## src/rtl/sca_pkg.sv

```systemverilog
// Shared types and constants for the segment chunk allocator.
`default_nettype none

package sca_pkg;

  localparam int unsigned SEG_SHIFT = 16;
  localparam logic [15:0] SEG_LIMIT = 16'hFFFF;

  localparam logic ACT_ALLOC = 1'b0;
  localparam logic ACT_FREE  = 1'b1;

  typedef enum logic [2:0] {
    ST_REUSED       = 3'd0,
    ST_NEW          = 3'd1,
    ST_NO_SPACE     = 3'd2,
    ST_FREED_TOP    = 3'd3,
    ST_FREED_LIST   = 3'd4,
    ST_ALREADY_FREE = 3'd5,
    ST_UNKNOWN      = 3'd6
  } status_t;

  typedef struct packed {
    logic        valid;
    logic        freed;
    logic [15:0] offset;
    logic [15:0] size;
  } chunk_rec_t;

  typedef enum logic [3:0] {
    S_CLEAR  = 4'b0001,
    S_IDLE   = 4'b0010,
    S_SCAN   = 4'b0100,
    S_DECIDE = 4'b1000
  } state_t;

endpackage

`default_nettype wire

```

## src/rtl/sca_ifs.sv

```systemverilog
// Request and response channel interfaces of the segment chunk allocator.
`default_nettype none

interface sca_req_if;
  logic        valid;
  logic        ready;
  logic        action;
  logic [15:0] request_size;
  logic [31:0] chunk_address;

  modport source (output valid, action, request_size, chunk_address, input ready);
  modport sink (input valid, action, request_size, chunk_address, output ready);
endinterface

interface sca_rsp_if;
  logic              valid;
  logic              ready;
  sca_pkg::status_t  status;
  logic [31:0]       user_address;

  modport source (output valid, status, user_address, input ready);
  modport sink (input valid, status, user_address, output ready);
endinterface

`default_nettype wire

```

## src/rtl/sca_rec_ram.sv

```systemverilog
// Chunk record memory with one write port and one registered read port.
`default_nettype none

module sca_rec_ram #(
  parameter int unsigned DEPTH = 64,
  parameter int unsigned IDX_W = 6
) (
  input  wire                       clk,
  input  wire                       wr_en,
  input  wire [IDX_W-1:0]           wr_addr,
  input  sca_pkg::chunk_rec_t       wr_data,
  input  wire                       rd_en,
  input  wire [IDX_W-1:0]           rd_addr,
  output sca_pkg::chunk_rec_t       rd_data
);
  import sca_pkg::*;

  chunk_rec_t mem [DEPTH];

  always_ff @(posedge clk) begin
    if (wr_en) begin
      mem[wr_addr] <= wr_data;
    end
  end

  always_ff @(posedge clk) begin
    if (rd_en) begin
      rd_data <= mem[rd_addr];
    end
  end

endmodule

`default_nettype wire

```

## src/rtl/segment_chunk_allocator.sv

```systemverilog
// Top level of the segment chunk allocator: control sequencer around the record memory.
// A request is accepted only in the idle state. The sequencer then scans the record memory
// through its single read port, one record per cycle, decides once any earlier response is
// taken, registers the response and returns to idle; no new request is accepted before that.
// Reset: synchronous; afterwards a clearing pass invalidates every record, during which no
// request is accepted. Top offset and selector reset to zero.
`default_nettype none

module segment_chunk_allocator #(
  parameter int unsigned MAX_CHUNKS   = 64,
  parameter int unsigned HEADER_BYTES = 12
) (
  input  wire         clk,
  input  wire         rst,
  input  wire         cfg_wr_en,
  input  wire  [15:0] cfg_wr_data,
  sca_req_if.sink     req,
  sca_rsp_if.source   rsp
);
  import sca_pkg::*;

  localparam int unsigned IDX_W = (MAX_CHUNKS > 1) ? $clog2(MAX_CHUNKS) : 1;
  localparam int unsigned CNT_W = $clog2(MAX_CHUNKS + 1);
  localparam logic [IDX_W-1:0] LAST_IDX = IDX_W'(MAX_CHUNKS - 1);
  localparam logic [CNT_W-1:0] CNT_END  = CNT_W'(MAX_CHUNKS);
  localparam logic [17:0] HDR18 = 18'(HEADER_BYTES);
  localparam logic [31:0] HDR32 = 32'(HEADER_BYTES);

  state_t       state;
  logic [15:0]  seg_sel;
  logic [15:0]  top;
  logic [CNT_W-1:0] cnt;

  logic         req_action;
  logic [15:0]  req_size;
  logic [31:0]  tgt;

  logic         ev_vld;
  logic [IDX_W-1:0] ev_idx;

  logic         pick_found;
  logic [IDX_W-1:0] pick_idx;
  logic         pick_freed;
  logic [15:0]  pick_off;
  logic [15:0]  pick_size;
  logic         slot_found;
  logic [IDX_W-1:0] slot_idx;

  logic         out_valid;
  status_t      out_status;
  logic [31:0]  out_addr;

  logic         ram_wr_en;
  logic [IDX_W-1:0] ram_wr_addr;
  chunk_rec_t   ram_wr_data;
  logic         ram_rd_en;
  chunk_rec_t   rec;

  logic         accept;
  logic         fire;
  logic         take_pick;
  logic         take_slot;

  logic         dec_wr;
  logic [IDX_W-1:0] dec_addr;
  chunk_rec_t   dec_rec;
  status_t      dec_status;
  logic [31:0]  dec_addr_out;
  logic [15:0]  top_next;
  logic [17:0]  need;
  logic [17:0]  chunk_end;

  function automatic logic [31:0] user_addr(input logic [15:0] sel, input logic [15:0] off);
    return {sel, 16'h0000} + {16'h0000, off} + HDR32;
  endfunction

  assign req.ready = (state == S_IDLE);
  assign accept    = req.valid && req.ready;
  assign fire      = (state == S_DECIDE) && (!out_valid || rsp.ready);
  assign ram_rd_en = (state == S_SCAN) && (cnt < CNT_END);

  assign rsp.valid        = out_valid;
  assign rsp.status       = out_status;
  assign rsp.user_address = out_addr;

  sca_rec_ram #(
    .DEPTH (MAX_CHUNKS),
    .IDX_W (IDX_W)
  ) u_ram (
    .clk     (clk),
    .wr_en   (ram_wr_en),
    .wr_addr (ram_wr_addr),
    .wr_data (ram_wr_data),
    .rd_en   (ram_rd_en),
    .rd_addr (cnt[IDX_W-1:0]),
    .rd_data (rec)
  );

  always_comb begin
    take_pick = 1'b0;
    take_slot = 1'b0;
    if (ev_vld) begin
      if (req_action == ACT_ALLOC) begin
        take_pick = rec.valid && rec.freed && (rec.size == req_size) &&
                    (!pick_found || (rec.offset < pick_off));
        take_slot = !rec.valid && !slot_found;
      end else begin
        take_pick = !pick_found && rec.valid && (tgt[31:16] == 16'h0000) &&
                    (rec.offset == tgt[15:0]);
      end
    end
  end

  always_comb begin
    need         = {2'b00, top} + HDR18 + {2'b00, req_size};
    chunk_end    = {2'b00, pick_off} + HDR18 + {2'b00, pick_size};
    dec_wr       = 1'b0;
    dec_addr     = pick_idx;
    dec_rec      = '0;
    dec_status   = ST_NO_SPACE;
    dec_addr_out = 32'h0000_0000;
    top_next     = top;
    if (req_action == ACT_ALLOC) begin
      priority if (pick_found) begin
        dec_wr       = 1'b1;
        dec_rec      = '{valid: 1'b1, freed: 1'b0, offset: pick_off, size: pick_size};
        dec_status   = ST_REUSED;
        dec_addr_out = user_addr(seg_sel, pick_off);
      end else if ((need > {2'b00, SEG_LIMIT}) || !slot_found) begin
        dec_status   = ST_NO_SPACE;
      end else begin
        dec_wr       = 1'b1;
        dec_addr     = slot_idx;
        dec_rec      = '{valid: 1'b1, freed: 1'b0, offset: top, size: req_size};
        dec_status   = ST_NEW;
        dec_addr_out = user_addr(seg_sel, top);
        top_next     = need[15:0];
      end
    end else begin
      priority if (!pick_found) begin
        dec_status = ST_UNKNOWN;
      end else if (pick_freed) begin
        dec_status = ST_ALREADY_FREE;
      end else if (chunk_end == {2'b00, top}) begin
        dec_wr     = 1'b1;
        dec_rec    = '0;
        dec_status = ST_FREED_TOP;
        top_next   = pick_off;
      end else begin
        dec_wr     = 1'b1;
        dec_rec    = '{valid: 1'b1, freed: 1'b1, offset: pick_off, size: pick_size};
        dec_status = ST_FREED_LIST;
      end
    end
  end

  always_comb begin
    if (state == S_CLEAR) begin
      ram_wr_en   = 1'b1;
      ram_wr_addr = cnt[IDX_W-1:0];
      ram_wr_data = '0;
    end else begin
      ram_wr_en   = fire && dec_wr;
      ram_wr_addr = dec_addr;
      ram_wr_data = dec_rec;
    end
  end

  always_ff @(posedge clk) begin
    if (rst) begin
      seg_sel <= 16'h0000;
    end else if (cfg_wr_en) begin
      seg_sel <= cfg_wr_data;
    end
  end

  always_ff @(posedge clk) begin
    if (rst) begin
      state      <= S_CLEAR;
      cnt        <= '0;
      top        <= 16'h0000;
      ev_vld     <= 1'b0;
      pick_found <= 1'b0;
      slot_found <= 1'b0;
      out_valid  <= 1'b0;
    end else begin
      if (out_valid && rsp.ready && !fire) begin
        out_valid <= 1'b0;
      end
      unique case (state)
        S_CLEAR: begin
          cnt <= cnt + 1'b1;
          if (cnt[IDX_W-1:0] == LAST_IDX) begin
            state <= S_IDLE;
          end
        end
        S_IDLE: begin
          if (accept) begin
            req_action <= req.action;
            req_size   <= req.request_size;
            tgt        <= req.chunk_address - {seg_sel, 16'h0000} - HDR32;
            cnt        <= '0;
            ev_vld     <= 1'b0;
            pick_found <= 1'b0;
            slot_found <= 1'b0;
            state      <= S_SCAN;
          end
        end
        S_SCAN: begin
          ev_vld <= ram_rd_en;
          ev_idx <= cnt[IDX_W-1:0];
          if (ram_rd_en) begin
            cnt <= cnt + 1'b1;
          end
          if (take_pick) begin
            pick_found <= 1'b1;
            pick_idx   <= ev_idx;
            pick_freed <= rec.freed;
            pick_off   <= rec.offset;
            pick_size  <= rec.size;
          end
          if (take_slot) begin
            slot_found <= 1'b1;
            slot_idx   <= ev_idx;
          end
          if (ev_vld && (ev_idx == LAST_IDX)) begin
            state <= S_DECIDE;
          end
        end
        S_DECIDE: begin
          if (fire) begin
            top        <= top_next;
            out_valid  <= 1'b1;
            out_status <= dec_status;
            out_addr   <= dec_addr_out;
            state      <= S_IDLE;
          end
        end
        default: begin
          state <= S_IDLE;
        end
      endcase
    end
  end

endmodule

`default_nettype wire

```

## src/flat_wrapper.sv

```systemverilog
// flat-port wrapper written by rule: the top's interface ports become plain ports
module segment_chunk_allocator_flat import sca_pkg::*;
#(
  parameter int unsigned MAX_CHUNKS   = 64,
  parameter int unsigned HEADER_BYTES = 12
)
  (clk, rst, cfg_wr_en, cfg_wr_data, req_valid, req_action, req_request_size, req_chunk_address, req_ready, rsp_valid, rsp_status, rsp_user_address, rsp_ready);
  sca_req_if req_i ();
  sca_rsp_if rsp_i ();
  input  wire clk;
  input  wire rst;
  input  wire cfg_wr_en;
  input  wire  [15:0] cfg_wr_data;
  input wire logic [$bits(req_i.valid)-1:0] req_valid;
  input wire logic [$bits(req_i.action)-1:0] req_action;
  input wire logic [$bits(req_i.request_size)-1:0] req_request_size;
  input wire logic [$bits(req_i.chunk_address)-1:0] req_chunk_address;
  output wire logic [$bits(req_i.ready)-1:0] req_ready;
  output wire logic [$bits(rsp_i.valid)-1:0] rsp_valid;
  output wire logic [$bits(rsp_i.status)-1:0] rsp_status;
  output wire logic [$bits(rsp_i.user_address)-1:0] rsp_user_address;
  input wire logic [$bits(rsp_i.ready)-1:0] rsp_ready;
  assign req_i.valid = req_valid;
  assign req_i.action = req_action;
  assign req_i.request_size = req_request_size;
  assign req_i.chunk_address = req_chunk_address;
  assign req_ready = req_i.ready;
  assign rsp_valid = rsp_i.valid;
  assign rsp_status = rsp_i.status;
  assign rsp_user_address = rsp_i.user_address;
  assign rsp_i.ready = rsp_ready;
  segment_chunk_allocator #(.MAX_CHUNKS(MAX_CHUNKS), .HEADER_BYTES(HEADER_BYTES)) u_core (.clk(clk), .rst(rst), .cfg_wr_en(cfg_wr_en), .cfg_wr_data(cfg_wr_data), .req(req_i), .rsp(rsp_i));
endmodule
```

## config.mk

```make
export PLATFORM = sky130hd
export DESIGN_NAME = segment_chunk_allocator_flat
export DESIGN_NICKNAME = d
export VERILOG_FILES = /design/src/rtl/sca_pkg.sv /design/src/rtl/sca_ifs.sv /design/src/rtl/sca_rec_ram.sv /design/src/rtl/segment_chunk_allocator.sv /design/src/flat_wrapper.sv
export SDC_FILE = /design/constraint.sdc
export NUM_CORES = 2
export LEC_CHECK = 0
export BUFFER_PORTS_ARGS = -buffer_cell sky130_fd_sc_hd__buf_2
export CAP_MARGIN = 20
export CORE_AREA = 4 4 443 445
export CTS_BUF_LIST = sky130_fd_sc_hd__clkbuf_16
export CTS_CLUSTER_DIAMETER = 120
export DETAILED_ROUTE_END_ITERATION = 10
export DIE_AREA = 0 0 447 449
export PLACE_DENSITY = 0.65
export REMOVE_ABC_BUFFERS = 1
export SLEW_MARGIN = 20
export SYNTH_ARGS = -nofsm -noshare
export SYNTH_HDL_FRONTEND = slang
export SYNTH_SLANG_ARGS = --single-unit
```

## constraint.sdc

```tcl
create_clock -name clk -period 16.5 [get_ports clk]
set_input_delay 0.825 -clock clk [delete_from_list [all_inputs] [get_ports clk]]
set_output_delay 0.825 -clock clk [all_outputs]
set_load 0.02 [all_outputs]
```

### Word level (Yosys, flattened, before mapping)

Memory sizes are Yosys's and may differ from the RTL's. A register that Yosys moved wholly into a read port is not among the register bits.
Cells that the tools add are included.

* register bits: 182
* memory bits (writable): 2176
* output and inout bits: 37
* logic and storage cells: 146
* memories kept: 1

* add/sub/neg operators: 11
* $lt $le $gt $ge: 3
* equal/unequal tests: 21
* mux-type cells: 54
* bitwise operators: 1
* reductions and logical operators: 36

Memories
* u_core.u_ram.mem: depth 64, width 34, read ports 1, clocked after memory_dff 1, wr ports 1, line sca_rec_ram.sv:18 `chunk_rec_t mem [DEPTH];`

Operators with widths (count)
* two-way mux 34 bit: 7
* two-way mux 16 bit: 6
* adder 32 x 16 -> 32 bit: 2
* adder 32 x 4 -> 32 bit (second input constant): 2
* two-way mux 32 bit: 2
* adder 18 x 16 -> 18 bit: 2
* adder 16 x 4 -> 17 bit (second input constant): 2
* equality test 16 bit: 2
* subtractor 32 bit: 1
* subtractor 32 x 4 -> 32 bit (second input constant): 1
* two-way mux 6 bit: 4
* case mux 7 bit (3 select lines): 1
* AND reduction 3 bit: 7
* equality test 18 x 16 -> 1 bit: 1
* > comparator 18 x 16 -> 1 bit (second input constant): 1
* two-way mux 1 bit: 18
* logical NOT 16 bit: 1
* less-than comparator 16 bit: 1
* two-way mux 4 bit: 4
* case mux 4 bit (4 select lines): 1
* two-way mux 3 bit: 5
* logical AND 1 bit: 14
* two-way mux 7 bit: 2
* equality test 6 bit (second input constant): 2
* 18 further kinds: 37

### Longest topological paths before layout

* word-level depth: 11
* depth in mapped cells: 19
* depth with buffers taken out: 16

### By module

From an unflattened synthesis, not the netlist that was laid out.

* cell total of the unflattened synthesis: 5045
* area, all modules: 96510.1 um2

By module, submodules not included
* sca_rec_ram: times used 1, cells each 3744, area each 84113.2 um2
* segment_chunk_allocator: times used 1, cells each 1301, area each 12396.9 um2

### Worst setup path after synthesis

Ideal clock, no wire load.

* path kind: register to register
* from: register u_core.top[2]
* to: memory u_core.u_ram.mem[16][0] (netlist bit), enable pin
* arrival: 6.198 ns
* required time: 16.033 ns
* setup slack: 9.835 ns
* stages on the path, launching flop included: 19
* path buffers: 2
* clock period less this slack: 6.665 ns
* cell sequence: dfxtp_1 inv_1 ha_1 nor2_1 and3_1 nand3_1 xnor2_1 ha_1 nand2_1 o21ai_0 nor3b_1 a211oi_1 nor4bb_1 clkbuf_1 nor2_1 o311ai_1 o2111ai_1 clkbuf_1 nor3_1

* cells in the longest elaborated chain, start to end: 11

Ends and longest elaborated chain
* from (decl): line segment_chunk_allocator.sv:31 `logic [15:0] top;`
* from (signal assigned): line segment_chunk_allocator.sv:232 `top <= top_next;`
* adder 16 x 4 -> 17 bit *: line segment_chunk_allocator.sv:115 `need = {2'b00, top} + HDR18 + {2'b00, req_size};`
* adder 18 x 16 -> 18 bit *: line segment_chunk_allocator.sv:115
* > comparator 18 x 16 -> 1 bit *: line segment_chunk_allocator.sv:129 `end else if ((need > {2'b00, SEG_LIMIT}) || !slot_found) begin`
* logical OR 1 bit *: line segment_chunk_allocator.sv:129
* two-way mux 1 bit: line segment_chunk_allocator.sv:129
* two-way mux 1 bit: line segment_chunk_allocator.sv:124 `priority if (pick_found) begin`
* two-way mux 1 bit: line segment_chunk_allocator.sv:123 `if (req_action == ACT_ALLOC) begin`
* logical AND 1 bit: line segment_chunk_allocator.sv:163 `ram_wr_en = fire && dec_wr;`
* two-way mux 1 bit: line segment_chunk_allocator.sv:158 `if (state == S_CLEAR) begin`
* two-way mux 1 bit: line sca_rec_ram.sv:21 `if (wr_en) begin`
* two-way mux 1 bit (not written as such): line sca_rec_ram.sv:22 `mem[wr_addr] <= wr_data;`
* to (decl): line sca_rec_ram.sv:18

Every way passes the cells marked *; elsewhere a longest branch is shown, timed or not.

### Worst setup path after layout

* from: register u_core.top[2]
* to: memory u_core.u_ram.mem[16][10] (netlist bit), enable pin

Same word-level chain as after synthesis.

==> results by stage <==
Setup path:
- For the worst setup path, the data required time is 16.98 ns.
- The category of the critical setup timing path is reg2reg.
- The critical path's slowest cell is o311ai_1.
- The type of element capturing the critical path is a flop.
- In this run the worst path has a maximum fanout of 33.
- STA puts the critical path data arrival time at 6.90 ns.
- Traced cell by cell, the critical path runs through inv_1, ha_1, nor2_1, and3_1, nand3_1, xnor2_1, ha_1, nand2_1, o21ai_0, nor3b_1, a211oi_1, nand4bb_1, nand2_1, o311ai_1, o2111ai_4, nor3_2, buf_4.
- The critical path startpoint category is a flop.
- For this run, the slowest stage of the critical path takes 0.62 ns.

Place:
- Once placement finished, the instance area stood at 0.1004 sq mm.
- The final weighted congestion in routability-driven placement is 0.9034.
- During placement, the flow inserted port buffers numbering 106.
- The setup slack at placement is 10.25 ns.
- The placed instance count is 7040.
- The detailed-placement wirelength estimate is 139.8 mm.

Floorplan:
- The floorplan step defined a die boundary enclosing 0.2007 sq mm.
- The initial core utilization is 0.4989.
- From left edge to right edge, the die measures 447 um.
- The count of standard-cell rows is 161.
- The area of the core is 0.1922 sq mm.
- In this run the count of I/O pins placed on the die edge is 107.
- The die is 449 um tall.

Drt:
- The vias after detailed routing is 47080.
- The count of routing violations after the opening detailed-route iteration is 5689.
- Wires add up to 237.3 mm.
- The post-detailed-route count of antenna-violating nets is 0.
- The number of vias per cell is 6.294.
- For this run, design rule violations remaining after detail routing come to 0.
- The detail-routed net length per standard cell is 31.72 um.
- The first detailed-routing pass ran for 6 iterations.

CTS:
- In this run the clock root is driven by a clkbuf_16.
- The CTS tree is done.
- For this design, the CTS-stage hold fixing added 0 buffers.
- After clock tree synthesis, the clock-pin slew on the worst setup and hold paths is 0.06 ns.
- The maximum clock path buffer count is 3.
- Gates resized during post-CTS repair numbered 0.
- The number of H-tree levels is 4.
- The number of clock buffers inserted by TritonCTS is 234.
- Clock tree synthesis found a total of 2392 sinks.
- Buffers added to address setup during post-CTS repair amount to 0.
- The clock reaches the later pin of the worst-skew pair after 0.86 ns.

Timing:
- The worst slew slack as a fraction of its limit is 0.2700.
- The final critical-path share of the clock period is 0.3889.
- Across the routed clock network, the largest skew measured is 0.05972 ns.
- Setup repair after global routing left no endpoint under its margin.
- The actual transition at the worst max-transition pin is 1.095 ns.
- Hold is met by 0.1396 ns.
- The minimum clock period is 6.417 ns.
- Setup violations remaining at the end of the flow were counted as 0.
- The max-slew violation count came to 0.
- The summed negative setup slack over all endpoints is 0 ns.
- Setup slack closes at 10.08 ns.
- For this run, the top clock speed supported by timing is 155.8 MHz.
- The final hold violation count came to 0.

Global routing:
- The pin count of the biggest net entering global routing is 126.
- The initial antenna violation count came to 12.
- The total congestion overflow is 0.
- The number of global-route vias before repair is 47440.
- For this run, the total global-route usage over all layers was measured as 0.2371.
- The first global-routing pass estimated 342.9 mm of wire.

Min path:
- The class of the worst hold path is in2reg.

Yosys:
- Of all flip-flops after synthesis, the portion carrying an async set or reset was 0.
- The number of instances in the synthesized netlist is 4492.
- The cell area that synthesis handed to floorplanning was 0.09588 sq mm.
- Of the synthesized area, sequential elements account for 0.7442.
- Synthesis inferred 2392 register bits.
- The average instance in the mapped netlist occupies 21.35 sq um.
- The number of distinct library cells after synthesis is 81.
- The Yosys step of the flow raised 0 warnings.
- The most used flip-flop cell after synthesis is edfxtp_1.
- The number of synthesized flops with an enable pin is 2345.

Layout:
- The area growth from synthesis to layout is 12.99%.
- The area taken by flip-flops and latches is 0.07138 sq mm.
- The final cell area excluding filler cells is 0.1083 sq mm.
- The area of the multi-input gates is 0.02406 sq mm.
- The filler cell count in the final layout is 14180.
- In the final design database the tool counted 4908 nets.
- The non-filler instance count after layout is 7480.
- At the end of the flow the core is filled with cells to 0.5638.
- In the final layout, the share of cells above drive strength 1 is 0.2882.

Flow run:
- Max-cap violations in this run came to 0.

Power and ir drop:
- The analysis attributes to cell leakage a power of 37.89 nW.
- For this design the ratio of total power to cell area is 139.3 mW/mm^2.
- IR analysis of the VDD net gives a maximum drop of 0.0001299 V.
- Summing internal, switching and leakage power gives 15.09 mW.

Outcome:
- The flow ran to the end, and the final reports show no timing, DRC or antenna violations.
-- cell usage in the layout, fill, tap and decap left out, drive strengths merged, types with 60 or more instances in the layout --
master,instances
edfxtp,2345
mux4,714
buf,244
clkbuf,237
nor2,166
inv,134
clkinv,120
a21oi,94
o21ai,87
ha,85
nand2,76
xnor2,60
-- state kept, by name, indices dropped and copies added (netlist names), 3 cells and up --
signal	cells
u_core.slot_idx	6
u_core.pick_off	16
u_core.state	4
u_core.top	16
u_core.u_ram.mem	2176
u_core.req_size	16
u_core.pick_idx	6
u_core.tgt	32
u_core.pick_size	16
u_core.rsp.user_address	32
u_core.seg_sel	16
u_core.ev_idx	6
u_core.u_ram.rd_data	34
u_core.rsp.status	3
u_core.cnt	7
-- power breakdown --
group	leakage [nW]	internal, mW	switching [mW]	total [mW]
logic	8.30	1.14	1.57	2.72
registers	25.6	6.92	0.116	7.03
clock network	3.98	3.08	2.27	5.34
-- routing by layer --
layer / track usage / wire length (um) / vias to the layer above
met1: 0.3429 / 96800 / 25330
met4: 0.06000 / 5745 / 0
li1: - / - / 19500
met3: 0.03875 / 17800 / 301
met2: 0.3817 / 116900 / 1949
met5: 0 / 0 / -
-- logic make-up (layout without fill, tap and decap cells) --
| kind of cell | Yosys count | count (layout) | share of synthesized area |
|---|---|---|---|
| simple gates | 484 | 484 | 0.02529 |
| mux | 735 | 735 | 0.1699 |
| xor+xnor | 118 | 118 | 0.01078 |
| other cells | 0 | 2 | 0 |
| fa+ha+maj | 87 | 87 | 0.01151 |
| buf+inv | 309 | 769 | 0.01237 |
| flops | 2392 | 2392 | 0.7442 |
| compound gates | 367 | 367 | 0.02594 |
-- worst paths after layout --
check                            start                        to  slack [ns]  cells past startpoint
setup / recovery         u_core.top[2]  u_core.u_ram.mem[16][10]       10.08                     17
hold / removal    req_request_size[14]       u_core.req_size[14]        0.14                      1
setup reg to reg         u_core.top[2]  u_core.u_ram.mem[16][10]       10.08                     17
hold reg to reg       u_core.ev_idx[5]        u_core.pick_idx[5]        0.49                      0
-- final cells by class --
class	count	area share
antenna	2	0.00004619
clock buffer	237	0.05474
clock inverter	200	0.01709
inverter	88	0.003049
multi-input combinational	1791	0.2220
sequential	2392	0.6588
tap	2526	0.02917
timing repair buffer	244	0.01504
-- Yosys cell counts (19+ instances only) --
library cell | instances | area share
mux2i_1 | 21 | 0.0022
mux4_2 | 714 | 0.17
buf_1 | 59 | 0.0023
a21oi_1 | 94 | 0.0049
nor3_1 | 52 | 0.0027
xnor2_1 | 60 | 0.0055
xor2_1 | 58 | 0.0053
a22o_1 | 35 | 0.0032
o21ai_0 | 58 | 0.0030
nand3_1 | 40 | 0.0021
nor2_1 | 166 | 0.0065
nand4_1 | 26 | 0.0017
dfxtp_1 | 47 | 0.0098
ha_1 | 85 | 0.011
clkbuf_1 | 151 | 0.0059
inv_1 | 87 | 0.0034
o21a_1 | 19 | 0.0015
o21ai_1 | 27 | 0.0014
edfxtp_1 | 2345 | 0.73
nand2_1 | 76 | 0.0030
-- critical path, delay by kind of cell, from the launching register on --
family	cells	cell delay, ns
AO/OA/AOI/OAI	4	1.79
XOR/XNOR	1	0.19
adder cells (fa/ha/maj)	2	0.61
buffers and inverters	2	0.78
flip-flops	1	0.45
AND/OR/NAND/NOR	8	2.15
Note: power is estimated with default switching activity, not from simulation.
